### config.mk
export PLATFORM = sky130hd
export DESIGN_NAME = rpp_div_cell
export DESIGN_NICKNAME = d
export VERILOG_FILES = /design/src/sv/rpp_pkg.sv /design/src/sv/rpp_div_cell.sv
export SDC_FILE = /design/constraint.sdc
export NUM_CORES = 1
export LEC_CHECK = 0
export BUFFER_PORTS_ARGS = -buffer_cell sky130_fd_sc_hd__buf_2
export CAP_MARGIN = 20
export CORE_UTILIZATION = 39
export DETAILED_ROUTE_END_ITERATION = 7
export HOLD_SLACK_MARGIN = 0.03
export SLEW_MARGIN = 30
export SYNTH_ARGS = -nofsm -noshare
export SYNTH_HDL_FRONTEND = slang
export SYNTH_SLANG_ARGS = --single-unit
### constraint.sdc
create_clock -name clk -period 9.3 [get_ports clk]
set_input_delay 0.93 -clock clk [delete_from_list [all_inputs] [get_ports clk]]
set_output_delay 0.93 -clock clk [all_outputs]
set_load 0.05 [all_outputs]
### src/sv/rpp_pkg.sv
`timescale 1ns / 1ps
// Package for rotate_project_point: register codes, reset values, fixed widths
// and shared structs. No dependencies.
package rpp_pkg;

  localparam int COORD_W = 18;
  localparam int TRIG_W  = 16;
  localparam int SCR_W   = 16;
  localparam int PIX_W   = 12;
  localparam int IDX_W   = 3;
  // quotient bits per lane: top bit flags |q| >= 2^(QW-1), which always clamps
  localparam int QW      = 19;

  localparam logic [IDX_W-1:0] REG_SIN_A    = 3'd0;
  localparam logic [IDX_W-1:0] REG_COS_A    = 3'd1;
  localparam logic [IDX_W-1:0] REG_SIN_B    = 3'd2;
  localparam logic [IDX_W-1:0] REG_COS_B    = 3'd3;
  localparam logic [IDX_W-1:0] REG_CENTER_X = 3'd4;
  localparam logic [IDX_W-1:0] REG_CENTER_Y = 3'd5;
  localparam logic [IDX_W-1:0] REG_FOCAL    = 3'd6;
  localparam logic [IDX_W-1:0] REG_EYE      = 3'd7;

  localparam logic signed [TRIG_W-1:0] RST_SIN = 16'sd0;
  localparam logic signed [TRIG_W-1:0] RST_COS = 16'sd16384;
  localparam logic [PIX_W-1:0] RST_CENTER_X = 12'd320;
  localparam logic [PIX_W-1:0] RST_CENTER_Y = 12'd240;
  localparam logic [PIX_W-1:0] RST_FOCAL    = 12'd1000;
  localparam logic [PIX_W-1:0] RST_EYE      = 12'd1400;

  localparam int SCR_MAX = 32767;
  localparam int SCR_MIN = -32768;

  typedef struct packed {
    logic signed [TRIG_W-1:0] sin_a;
    logic signed [TRIG_W-1:0] cos_a;
    logic signed [TRIG_W-1:0] sin_b;
    logic signed [TRIG_W-1:0] cos_b;
    logic [PIX_W-1:0]         center_x;
    logic [PIX_W-1:0]         center_y;
    logic [PIX_W-1:0]         focal_length;
    logic [PIX_W-1:0]         eye_distance;
  } rpp_regs_t;

  typedef struct packed {
    logic behind;
    logic neg_y;
    logic neg_z;
  } rpp_flags_t;

endpackage

### src/sv/rpp_div_cell.sv
`timescale 1ns / 1ps
// One restoring-division cell: decides one quotient bit for both lanes against
// the shared denominator and passes the partial remainders on. Uses rpp_pkg.
module rpp_div_cell #(
  parameter int CW   = 73,
  parameter int DENW = 54,
  parameter int BIT  = 0
) (
  input  logic                      clk,
  input  logic                      rst,
  input  logic                      v_in,
  output logic                      go_out,
  input  logic [DENW-1:0]           den_in,
  input  logic [CW-1:0]             ry_in,
  input  logic [CW-1:0]             rz_in,
  input  logic [rpp_pkg::QW-1:0]    qy_in,
  input  logic [rpp_pkg::QW-1:0]    qz_in,
  input  rpp_pkg::rpp_flags_t       fl_in,
  output logic                      v_out,
  input  logic                      go_in,
  output logic [DENW-1:0]           den_out,
  output logic [CW-1:0]             ry_out,
  output logic [CW-1:0]             rz_out,
  output logic [rpp_pkg::QW-1:0]    qy_out,
  output logic [rpp_pkg::QW-1:0]    qz_out,
  output rpp_pkg::rpp_flags_t       fl_out
);
  import rpp_pkg::*;

  logic [CW-1:0] dsh;
  logic          by, bz;

  assign dsh    = CW'(den_in) << BIT;
  assign by     = ry_in >= dsh;
  assign bz     = rz_in >= dsh;
  assign go_out = !v_out || go_in;

  always_ff @(posedge clk) begin
    if (rst) begin
      v_out <= 1'b0;
    end else if (go_out) begin
      v_out <= v_in;
    end
  end

  always_ff @(posedge clk) begin
    if (go_out && v_in) begin
      den_out <= den_in;
      ry_out  <= by ? ry_in - dsh : ry_in;
      rz_out  <= bz ? rz_in - dsh : rz_in;
      qy_out  <= {qy_in[QW-2:0], by};
      qz_out  <= {qz_in[QW-2:0], bz};
      fl_out  <= fl_in;
    end
  end

endmodule

Word-level counts from Yosys, hierarchy flattened
Index checks and enable logic that the tools add are counted.
{ "totals": {"input_bits": 245, "ff_bits": 242, "out_inout_bits": 243, "wordCells": 18} }
{ "classes": {"add_sub_neg": 2, "muxes": 2, "order_cmp": 2, "n_reduce_logical": 3} }
{ "op_table": {"columns": ["operator", "count"], "rows": [
  ["$ge 73x54->1", 2],
  ["$mux 73", 2],
  ["$sub 73x54->73", 2],
  ["$logic_and 1x1->1", 1],
  ["$logic_not 1->1", 1],
  ["$logic_or 1x1->1", 1]
]} }

Depth between registers and ports, before layout
Gate-level depths: netlist of the first run.
{ "logic_depth": {"word_depth": 3, "mapped_depth": 14, "depth_no_buf": 13} }

Worst setup path before layout of the first run
Ideal clock, no wire load.
{ "synth_timing": {"kind": "input to register", "startpoint": "input go_in", "endpoint": "register den_out[0], enable pin", "t_arrival_ns": 6.932, "path_stages": 2, "path_buffers": 0, "path_slack_ns": 1.737, "setup_time_ns": 0.631, "cell_sequence": "nand2b_1 > and2_1"} }
{ "synth_via": {"elab_chain_cells": 2} }
{ "synth_lines": {"columns": ["element", "line", "source"], "rows": [
  ["start: declaration", "rpp_div_cell.sv:20", "input logic go_in,"],
  ["$logic_or 1x1->1", "rpp_div_cell.sv:36", "assign go_out = !v_out || go_in;"],
  ["$logic_and 1x1->1", "rpp_div_cell.sv:47", "if (go_out && v_in) begin"],
  ["end signal: assignment", "rpp_div_cell.sv:48", "den_out <= den_in;"],
  ["end: declaration", "rpp_div_cell.sv:21", "output logic [DENW-1:0] den_out,"]
]} }
No other way between the ends.
A chain may end at the register's enable or synchronous reset.

Worst setup path after layout of the first run
{ "layout_timing": {"startpoint": "input den_in[14]", "endpoint": "register rz_out[4], data pin"} }
{ "layout_via": {"elab_chain_cells": 2} }
{ "layout_lines": {"columns": ["element", "line", "source"], "rows": [
  ["start: declaration", "rpp_div_cell.sv:13", "input logic [DENW-1:0] den_in,"],
  ["$ge 73x54->1", "rpp_div_cell.sv:35", "assign bz = rz_in >= dsh;"],
  ["$mux 73", "rpp_div_cell.sv:50", "rz_out <= bz ? rz_in - dsh : rz_in;"],
  ["end signal: assignment", "rpp_div_cell.sv:50", null],
  ["end: declaration", "rpp_div_cell.sv:23", "output logic [CW-1:0] rz_out,"]
]} }
No other way between the ends.

==> metrics.txt, run 1 <==
top-area cell type share of the netlist area=0.451; effective utilization at floorplan=0.399; antenna violations before repair=7; Clock Path Buffers=3; most used flip-flop cell after synthesis=sky130_fd_sc_hd__edfxtp_1; dominant cell by count in the synthesized netlist=sky130_fd_sc_hd__edfxtp_1; average wire per cell in the routed design=between 20 and 25 microns; IR drop worst, VDD=0.122 mV; core footprint=0.0402 sq mm; I/O Buffers=485; CP endpoint=rz_out[4]; cell type group with the largest total delay on the critical path=compound AO/OA/AOI/OAI gates; number of sinks handled by clock tree synthesis=242; crit path time final=4860 ps; number of failing setup endpoints in the final timing report=0; Critical R2R Capture=qz_out[16]; number of buffers created by CTS=27; Die Span Y=between 200 and 250 microns; global router's overall resource usage=0.252; biggest area consumer among synthesized cells=sky130_fd_sc_hd__edfxtp_1; capturing element type of the critical path=register; number of endpoints with negative hold slack in the final report=0; ranking of synthesized cells by area=sky130_fd_sc_hd__edfxtp_1, sky130_fd_sc_hd__ha_1, sky130_fd_sc_hd__a21oi_1; die footprint=around 0.042 sq mm; number of top-level design ports=488; count of max-cap constraint violations=0; transition at the pin with the smallest max-transition slack=919 ps; critical path, cell by cell=buf_2, inv_1, ha_1, nand4_1, nor3_1, o2111ai_1, a2111oi_1, nor3_1, o21ai_0, nor2_1, inv_2, buf_4, mux2_2; post-synthesis async set-or-reset flop share=0; Via density=5.50; number of setup buffers added after CTS=0; first-pass GRT wire length=80600 microns; power density cells=183 mW/mm^2; max-slew violation count=0; R2R depth=5; number of synthesized flops with an enable pin=241; total iterations of the first detailed-routing run=5; fmax=206 MHz; CTS tree=done; Clock Latency Late Sink=570 ps; Worst EP required=9610 ps; post-cts hold buffer count=0; slack of the worst reg-to-reg path=6840 ps; path class of the lowest-slack min-delay path=reg -> reg; utilization after layout=0.492; sum of buffers and inverters on the critical path=4; mapped cell area=between 0.015 and 0.02 sq mm; number of storage elements in the synthesis netlist=242; nets=2464; Final Cycle Share=0.522; total of warnings raised by yosys=0; row count=73; Via Count=about 15000; worst r2r src=v_out; Routed Antenna Nets=0; Post-Syn Nets=2019; most common library cells after synthesis=sky130_fd_sc_hd__edfxtp_1, sky130_fd_sc_hd__a21oi_1, sky130_fd_sc_hd__nor2_1; clock tree root buffer cell=sky130_fd_sc_hd__clkbuf_16; cells after synthesis=1664; static leakage=8.47 nW; relative slew slack=0.386; detailed placement HPWL=approximately 45000 microns; Clock Skews=24.2 ps; classification of the worst setup path=in -> reg; clock transition at the register clock pins on the worst setup and hold paths after CTS=60 ps; outcome=finished, final reports clean; arrival time at the worst endpoint=5160 ps; start point of the worst min-delay path=v_out; horizontal extent of the die=approximately 200 microns; area delta synth->final=23.1%; share of final-layout standard cells stronger than drive strength 1=0.269; standard cell with the maximum stage delay on the critical path=sky130_fd_sc_hd__a2111oi_1; drt initial violations=1074; source of the critical timing path=den_in[14]; per-instance average area after synthesis=9.65 sq um; CTS HTree Levels=1; RSZ-0062 raised after global routing=false; sum of negative setup slack=0 ps; post-cts repair resize count=0; kind of start point of the critical path=input port; logic depth of the worst setup path including buffers=13; number of global-route vias before repair=roughly 14000; sequential element share of the synthesized area=0.452; routability congestion estimate=approximately 0.94; total detailed-routing wirelength=54900 microns; worst-path maximum fanout=a little under 80; count of distinct cell types in the synthesized netlist=72; final routed DRC violation total=0; maximum number of pins on one net before global-route repair=80; slowest stage delay, CP=890 ps; overflow left after global routing=0; most prevalent standard cell on the critical path=sky130_fd_sc_hd__nor3_1
[logic make-up after synthesis]
group,Yosys count,share of synthesized area
buf+inv,175,0.0444
compound gates,500,0.189
mux,15,0.0104
flops,242,0.452
simple gates,483,0.142
xor+xnor,139,0.0758
fa+ha+maj,110,0.0867
[layer usage]
| metal | track usage | share of wire | vias to the layer above |
|---|---|---|---|
| met5 | 0 | 0.00078 | - |
| met4 | 0.0722 | 0.024 | 6 |
| met3 | 0.0406 | 0.069 | 81 |
| met2 | 0.395 | 0.45 | 528 |
| met1 | 0.357 | 0.46 | 6941 |
| li1 | - | - | 7040 |
[stage by stage]
stage               area, sq um  worst slack [ps]  hold slack, ps  cells  total power, W
CTS                       19700              4480             499   2650         0.00364
finish                    19800              4440             510   2656         0.00362
global route              19800              4180             507   2655         0.00377
global placement          18900              3710             502   2603         0.00256
floorplan                 16100              1740             999   1664         0.00225
detailed placement        18900              3910             511   2603         0.00256
[how the worst min path moves through the flow]
stage	endpoint	slack, ps	depth (start not counted)
CTS	qz_out[9]	500	1
floorplan	v_out	1000	1
detailed placement	v_out	510	2
finish	v_out	510	2
global route	qz_out[5]	510	1
global placement	v_out	500	2
[sequential cells by signal, summed over array words and instances (netlist names)]
| name | cells |
|---|---|
| ry_out | 73 |
| rz_out | 73 |
| den_out | 54 |
| qy_out | 19 |
| qz_out | 19 |
| fl_out | 3 |
| v_out | 1 |
[worst register-to-register path, stage by stage, from the launching register on]
cell and delay (ps):
sky130_fd_sc_hd__dfxtp_1 300, sky130_fd_sc_hd__nand2b_1 90, sky130_fd_sc_hd__and2_4 410, sky130_fd_sc_hd__buf_4 560, sky130_fd_sc_hd__buf_4 420, sky130_fd_sc_hd__buf_16 320
[cell type report]
| cell class | instances | area, sq um |
|---|---|---|
| fillers | 3927 | 20400 |
| multi-input cells | 1247 | 8090 |
| clock inverters | 18 | 173 |
| flip-flops and latches | 242 | 7260 |
| diodes | 4 | 10.0 |
| repair buffers | 495 | 2530 |
| inverters | 96 | 360 |
| well taps | 525 | 657 |
| clock buffers | 29 | 683 |
[placed cells by master (no fill, tap or decap), drive strengths merged, types with 5 or more instances in the layout]
master,instances
nand2b,17
o211ai,12
nor3,35
nor2,173
inv,97
o31ai,10
o21bai,27
xnor2,80
o21ai,76
and2,7
nand4,48
clkinv,12
or3,12
a31oi,18
a211oi,8
o21a,20
a21oi,237
a2111oi,6
or4,5
edfxtp,241
clkbuf,29
mux2,14
ha,108
a21o,42
nor4,16
a21boi,8
nand2,119
buf,495
xor2,59
nand3,23
nor2b,5
[power by group]
| part | switching (W) | leakage [nW] | internal, W |
|---|---|---|---|
| logic | 0.000835 | 5.72 | 0.000352 |
| registers | 0.0000253 | 2.34 | 0.00134 |
| clock network | 0.000452 | 0.420 | 0.000611 |
| total | 0.00131 | 8.47 | 0.00230 |
Power figures use the tool's default switching activity.
==> run 2: changes to the inputs <==
ABC_AREA = 1   (was unset)
clock period = 4.9 ns   (was 9.3 ns; I/O delays follow)
==> run 2 against run 1 <==
Flip-flop and latch count unchanged. Sequential share of layout area down 7.9 points. First-iteration DRC count up 49%. Register-to-register slack worse by 3900 ps. Critical path depth up 1. Clock skew down 1.2 ps. Critical path type unchanged.
==> metrics.txt, run 2 <==
number of sinks handled by clock tree synthesis=242; kind of start point of the critical path=input port; Die Span Y=235 microns; detailed placement HPWL=78500 microns; ranking of synthesized cells by area=sky130_fd_sc_hd__edfxtp_1, sky130_fd_sc_hd__nand2_1, sky130_fd_sc_hd__inv_1; most used cells in the layout excluding fill and tap cells=sky130_fd_sc_hd__nand2_1, sky130_fd_sc_hd__inv_1, sky130_fd_sc_hd__buf_2; CTS tree=done; relative slew slack=0.469; horizontal extent of the die=235 microns; antenna violations before repair=7; Hold Worst Slack=69.1 ps; power density cells=284 mW/mm^2; number of synthesized flops with an enable pin=roughly 240; area delta synth->final=19.3%; top-area cell type share of the netlist area=0.342; worst-path maximum fanout=67; most common library cell in the layout ignoring fill and taps=sky130_fd_sc_hd__nand2_1; path class of the lowest-slack min-delay path=in -> reg; most common library cells after synthesis=sky130_fd_sc_hd__nand2_1, sky130_fd_sc_hd__inv_1, sky130_fd_sc_hd__nor2_1; routability congestion estimate=about 1; Clock Path Buffers=3; classification of the worst setup path=in -> reg; total iterations of the first detailed-routing run=6; nets=4214; fmax=313 MHz; total detailed-routing wirelength=90700 microns; number of storage elements in the synthesis netlist=between 200 and 250; per-instance average area after synthesis=6.30 sq um; Worst EP required=5320 ps; Final Cycle Share=0.651; effective utilization at floorplan=0.394; total of warnings raised by yosys=0; power consumption=roughly 0.0072 W; number of top-level design ports=around 490; arrival time at the worst endpoint=roughly 3600 ps; post-synthesis async set-or-reset flop share=0; number of endpoints with negative hold slack in the final report=0; clock tree root buffer cell=sky130_fd_sc_hd__clkbuf_16; drt initial violations=about 1600; most used flip-flop cell after synthesis=sky130_fd_sc_hd__edfxtp_1; count of distinct cell types in the synthesized netlist=34; mapped cell area=0.0212 sq mm; dominant cell by count in the synthesized netlist=sky130_fd_sc_hd__nand2_1; met3 routed wirelength=slightly below 5000 microns; met2 wire length=44000 microns; capturing element type of the critical path=register; largest registers ranked by flip-flop count=ry_out: 73 flops, rz_out: 73 flops, den_out: 54 flops; highest signal layer in the routed design=met5; outcome=finished, final reports clean; transition at the pin with the smallest max-transition slack=approximately 800 ps; overflow left after global routing=0; static leakage=13.9 nW; die footprint=0.0552 sq mm; share of final-layout standard cells stronger than drive strength 1=0.148; CTS HTree Levels=1; wl on met1=37500 microns; I/O Buffers=485; count of max-cap constraint violations=0; final routed DRC violation total=0; crit path time final=3190 ps; Via Count=around 22000; row count=85; core footprint=0.0537 sq mm; Post-Syn Nets=3717; max-slew violation count=0; maximum number of pins on one net before global-route repair=117; cells after synthesis=roughly 3400; Routed Antenna Nets=0; RSZ-0062 raised after global routing=false; Clock Skews=23.0 ps; number of buffers created by CTS=28; Via density=4.91; global router's overall resource usage=0.322; Clock Latency Late Sink=580 ps; number of setup buffers added after CTS=0; IR drop worst, VDD=~0.26 mV; post-cts repair resize count=0; average wire per cell in the routed design=19.8 microns; post-cts hold buffer count=0; biggest area consumer among synthesized cells=sky130_fd_sc_hd__edfxtp_1; first-pass GRT wire length=131000 microns; number of global-route vias before repair=21330; number of failing setup endpoints in the final timing report=0; clock transition at the register clock pins on the worst setup and hold paths after CTS=60 ps; sequential element share of the synthesized area=0.343
## run 2: through the flow
| step | worst slack, ps | util | setup TNS (ps) | std cells | cell area (sq um) |
|---|---|---|---|---|---|
| 2_1_floorplan | -8.71 | - | -2100 | 3362 | 21200 |
| 3_3_place_gp | 1140 | 0.454 | 0 | 4525 | 24400 |
| 3_5_place_dp | 1090 | 0.454 | 0 | 4525 | 24400 |
| 4_1_cts | 1680 | 0.470 | 0 | 4576 | 25200 |
| 5_1_grt | 1500 | 0.470 | 0 | 4578 | 25200 |
| 6_report | 1710 | 0.470 | 0 | 4580 | 25200 |
## run 2: final timing paths
kind,start,slack (ps),end,depth (start not counted)
setup / recovery,den_in[5],1710,rz_out[53],14
hold / removal,rst,70,v_out,2
hold reg to reg,v_out,520,v_out,2
setup reg to reg,v_out,2930,rz_out[2],2
## run 2: layout make-up
cell class | count | area, sq um
antenna | 4 | 10.0
clock buffer | 36 | 752
clock inverter | 15 | 80.1
fill | 5916 | 28500
inverter | 659 | 2480
multi-input combinational | 2435 | 11300
sequential | 242 | 7260
tap | 696 | 871
timing repair buffer | 493 | 2520
## run 2: worst max-delay path, cell delays in order
cell	delay, ps
sky130_fd_sc_hd__buf_2	90
sky130_fd_sc_hd__inv_1	130
sky130_fd_sc_hd__ha_1	390
sky130_fd_sc_hd__nand2_1	110
sky130_fd_sc_hd__nor2_1	300
sky130_fd_sc_hd__nand4_1	350
sky130_fd_sc_hd__nor3_1	270
sky130_fd_sc_hd__nand3b_1	120
sky130_fd_sc_hd__nand2_1	170
sky130_fd_sc_hd__nor2_1	70
sky130_fd_sc_hd__nand2_2	70
sky130_fd_sc_hd__buf_4	550
sky130_fd_sc_hd__nand3_1	330
sky130_fd_sc_hd__nand2_1	130
## run 2: cell families after synthesis
group | synth area share
compound gates | 0.0427
xor+xnor | 0.0310
fa+ha+maj | 0.0657
buf+inv | 0.126
flops | 0.343
simple gates | 0.392
## run 2: per-layer routing
| metal | track usage | up-vias |
|---|---|---|
| li1 | - | 11312 |
| met1 | 0.396 | 10353 |
| met2 | 0.568 | 663 |
| met3 | 0.0376 | 148 |
| met4 | 0.137 | 4 |
| met5 | 0 | - |
## run 2: report_power, final
part / internal [W] / switching, W / leakage, nW / total, W
Clock: 0.00108 / 0.000852 / 0.393 / 0.00193
Combinational: 0.000667 / 0.00199 / 11.2 / 0.00266
Sequential: 0.00254 / 0.0000497 / 2.34 / 0.00259
Total: 0.00428 / 0.00289 / 13.9 / 0.00717
==> run 3: changes to the inputs <==
clock period = 3.3 ns   (was 4.9 ns; I/O delays follow)
==> run 3 against run 2 <==
Count of clock-buffer cells in the layout decreased by 2. Total power increased by 55%. Combinational power increased by 56%. Wire length increased by 1.8%. First-iteration DRC count increased by 6.9%. Global-route usage increased by 0.43 points. Highest routed layer unchanged. Die area unchanged. Largest cell class unchanged. Utilization increased by 3.5 points.
==> metrics.txt, run 3 (synthesis results as in run 2) <==
outcome=finished, final reports clean; routability congestion estimate=roughly 1.0; Die Span Y=approximately 230 microns; Clock Skews=12.9 ps; number of buffers created by CTS=29; power density cells=410 mW/mm^2; maximum number of pins on one net before global-route repair=138; max-slew violation count=0; worst r2r src=v_out; static leakage=14.8 nW; total detailed-routing wirelength=92300 microns; CTS HTree Levels=1; number of endpoints with negative hold slack in the final report=0; horizontal extent of the die=235 microns; effective utilization at floorplan=0.394; nets=4405; path class of the lowest-slack min-delay path=in -> reg; CTS tree=done; Clock Latency Late Sink=580 ps; transition at the pin with the smallest max-transition slack=~880 ps; Cells on Worst Hold Path=3; IR drop worst, VDD=between 0.3 and 0.4 mV; final routed DRC violation total=0; number of top-level design ports=around 490; number of failing setup endpoints in the final timing report=0; kind of start point of the critical path=input port; overflow left after global routing=0; relative slew slack=0.414; worst-path maximum fanout=22; clock tree root buffer cell=sky130_fd_sc_hd__clkbuf_16; Routed Antenna Nets=0; capturing element type of the critical path=register; most used cells in the layout excluding fill and tap cells=sky130_fd_sc_hd__nand2_1, sky130_fd_sc_hd__inv_1, sky130_fd_sc_hd__buf_2; number of global-route vias before repair=between 20000 and 25000; endpoint with the worst hold slack=ry_out[15]; global router's overall resource usage=0.327; start point of the worst min-delay path=ry_in[15]; Hold Worst Slack=56.2 ps; R2R depth=2; area post-placement=0.0248 sq mm; average wire per cell in the routed design=between 15 and 20 microns; number of fill cells in the layout=5584; share of final-layout standard cells stronger than drive strength 1=0.154; core footprint=0.0537 sq mm; classification of the worst setup path=in -> reg; number of sinks handled by clock tree synthesis=about 240; most prevalent standard cell on the critical path=sky130_fd_sc_hd__nand2_1; slowest stage delay, CP=540 ps; slack of the worst reg-to-reg path=~1700 ps; arrival time at the worst endpoint=between 3000 and 4000 ps; most common library cell in the layout ignoring fill and taps=sky130_fd_sc_hd__nand2_1; total iterations of the first detailed-routing run=6; Via density=4.84; largest registers ranked by flip-flop count=ry_out: 73 flops, rz_out: 73 flops, den_out: 54 flops; crit path time final=3030 ps; die footprint=0.0552 sq mm; Via Count=23079; footprint of the flip-flops and latches=0.00726 sq mm; clock transition at the register clock pins on the worst setup and hold paths after CTS=roughly 60 ps; area delta synth->final=28.2%; final instance area=0.0271 sq mm; antenna violations before repair=9; Clock Path Buffers=3; critical path, cell by cell=dlygate4sd3_1, buf_2, inv_1, ha_1, buf_4, nand2_1, nand2_1, inv_1, nand2_1, nand2_1, nand2_1, inv_1, nand2_1, nand2_1, nand3_1, nand2_1, nand2_2, inv_2, buf_4, nand2_1, nand2_1; Final Cycle Share=0.918; RSZ-0062 raised after global routing=false; row count=85; count of max-cap constraint violations=0; Worst EP required=roughly 3800 ps; area taken by multi-input logic gates=0.0113 sq mm; drt initial violations=1715; I/O Buffers=just under 500; detailed placement HPWL=78300 microns; standard cell with the maximum stage delay on the critical path=sky130_fd_sc_hd__dlygate4sd3_1; first-pass GRT wire length=~130000 microns; Critical R2R Capture=ry_out[6]; fmax=330 MHz
[run 3: power by group]
group	leakage (nW)	total (W)	switching [W]	internal, W
clock network	0.433	0.00313	0.00136	0.00177
logic	12.0	0.00415	0.00300	0.00115
registers	2.34	0.00384	0.0000767	0.00377
[run 3: final cells by class]
type / count / share of cell area
Multi-Input combinational cell: 2435 / 0.415
Sequential cell: 242 / 0.268
Timing Repair Buffer: 683 / 0.161
Inverter: 659 / 0.0911
Tap cell: 696 / 0.0321
Clock buffer: 34 / 0.0274
Clock inverter: 18 / 0.00595
Antenna cell: 2 / 0.000184
[run 3: routing by layer]
layer | track usage | wire length, microns | up-vias
li1 | - | - | 11692
met1 | 0.403 | 38100 | 10419
met2 | 0.571 | 44400 | 783
met3 | 0.0308 | 4840 | 179
met4 | 0.157 | 4940 | 6
met5 | 0 | 34 | -
[run 3: through the flow]
stage | setup TNS [ps] | utilization | power [W] | instances | worst slack, ps
floorplan | -387700 | - | 0.00657 | 3362 | -1610
global placement | 0 | 0.462 | 0.00787 | 4572 | 299
detailed placement | 0 | 0.462 | 0.00787 | 4572 | 271
CTS | 0 | 0.505 | 0.0112 | 4767 | 364
global route | 0 | 0.505 | 0.0116 | 4768 | 113
finish | 0 | 0.505 | 0.0111 | 4769 | 271
[run 3: critical path, delay by kind of cell]
kind | cells | cell delay (ps)
and+or+nand+nor | 12 | 1170
adders and majority gates | 1 | 290
buffers and inverters | 8 | 1670
[run 3: worst max-delay path by stage]
stage / startpoint / endpoint / slack [ps] / depth (start not counted)
after floorplan: v_out / den_out[0] / -1610 / 1
after global placement: den_in[28] / rz_out[53] / 300 / 15
after detailed placement: den_in[19] / rz_out[53] / 270 / 15
after CTS: den_in[19] / rz_out[43] / 360 / 16
after global routing: den_in[10] / rz_out[43] / 110 / 16
final: den_in[20] / rz_out[43] / 270 / 21
[run 3: what timing repair did]
action,CTS,global route
endpoints found under the hold margin,142,0
hold buffers,143,0
gates resized for setup,0,0
setup buffers,0,0
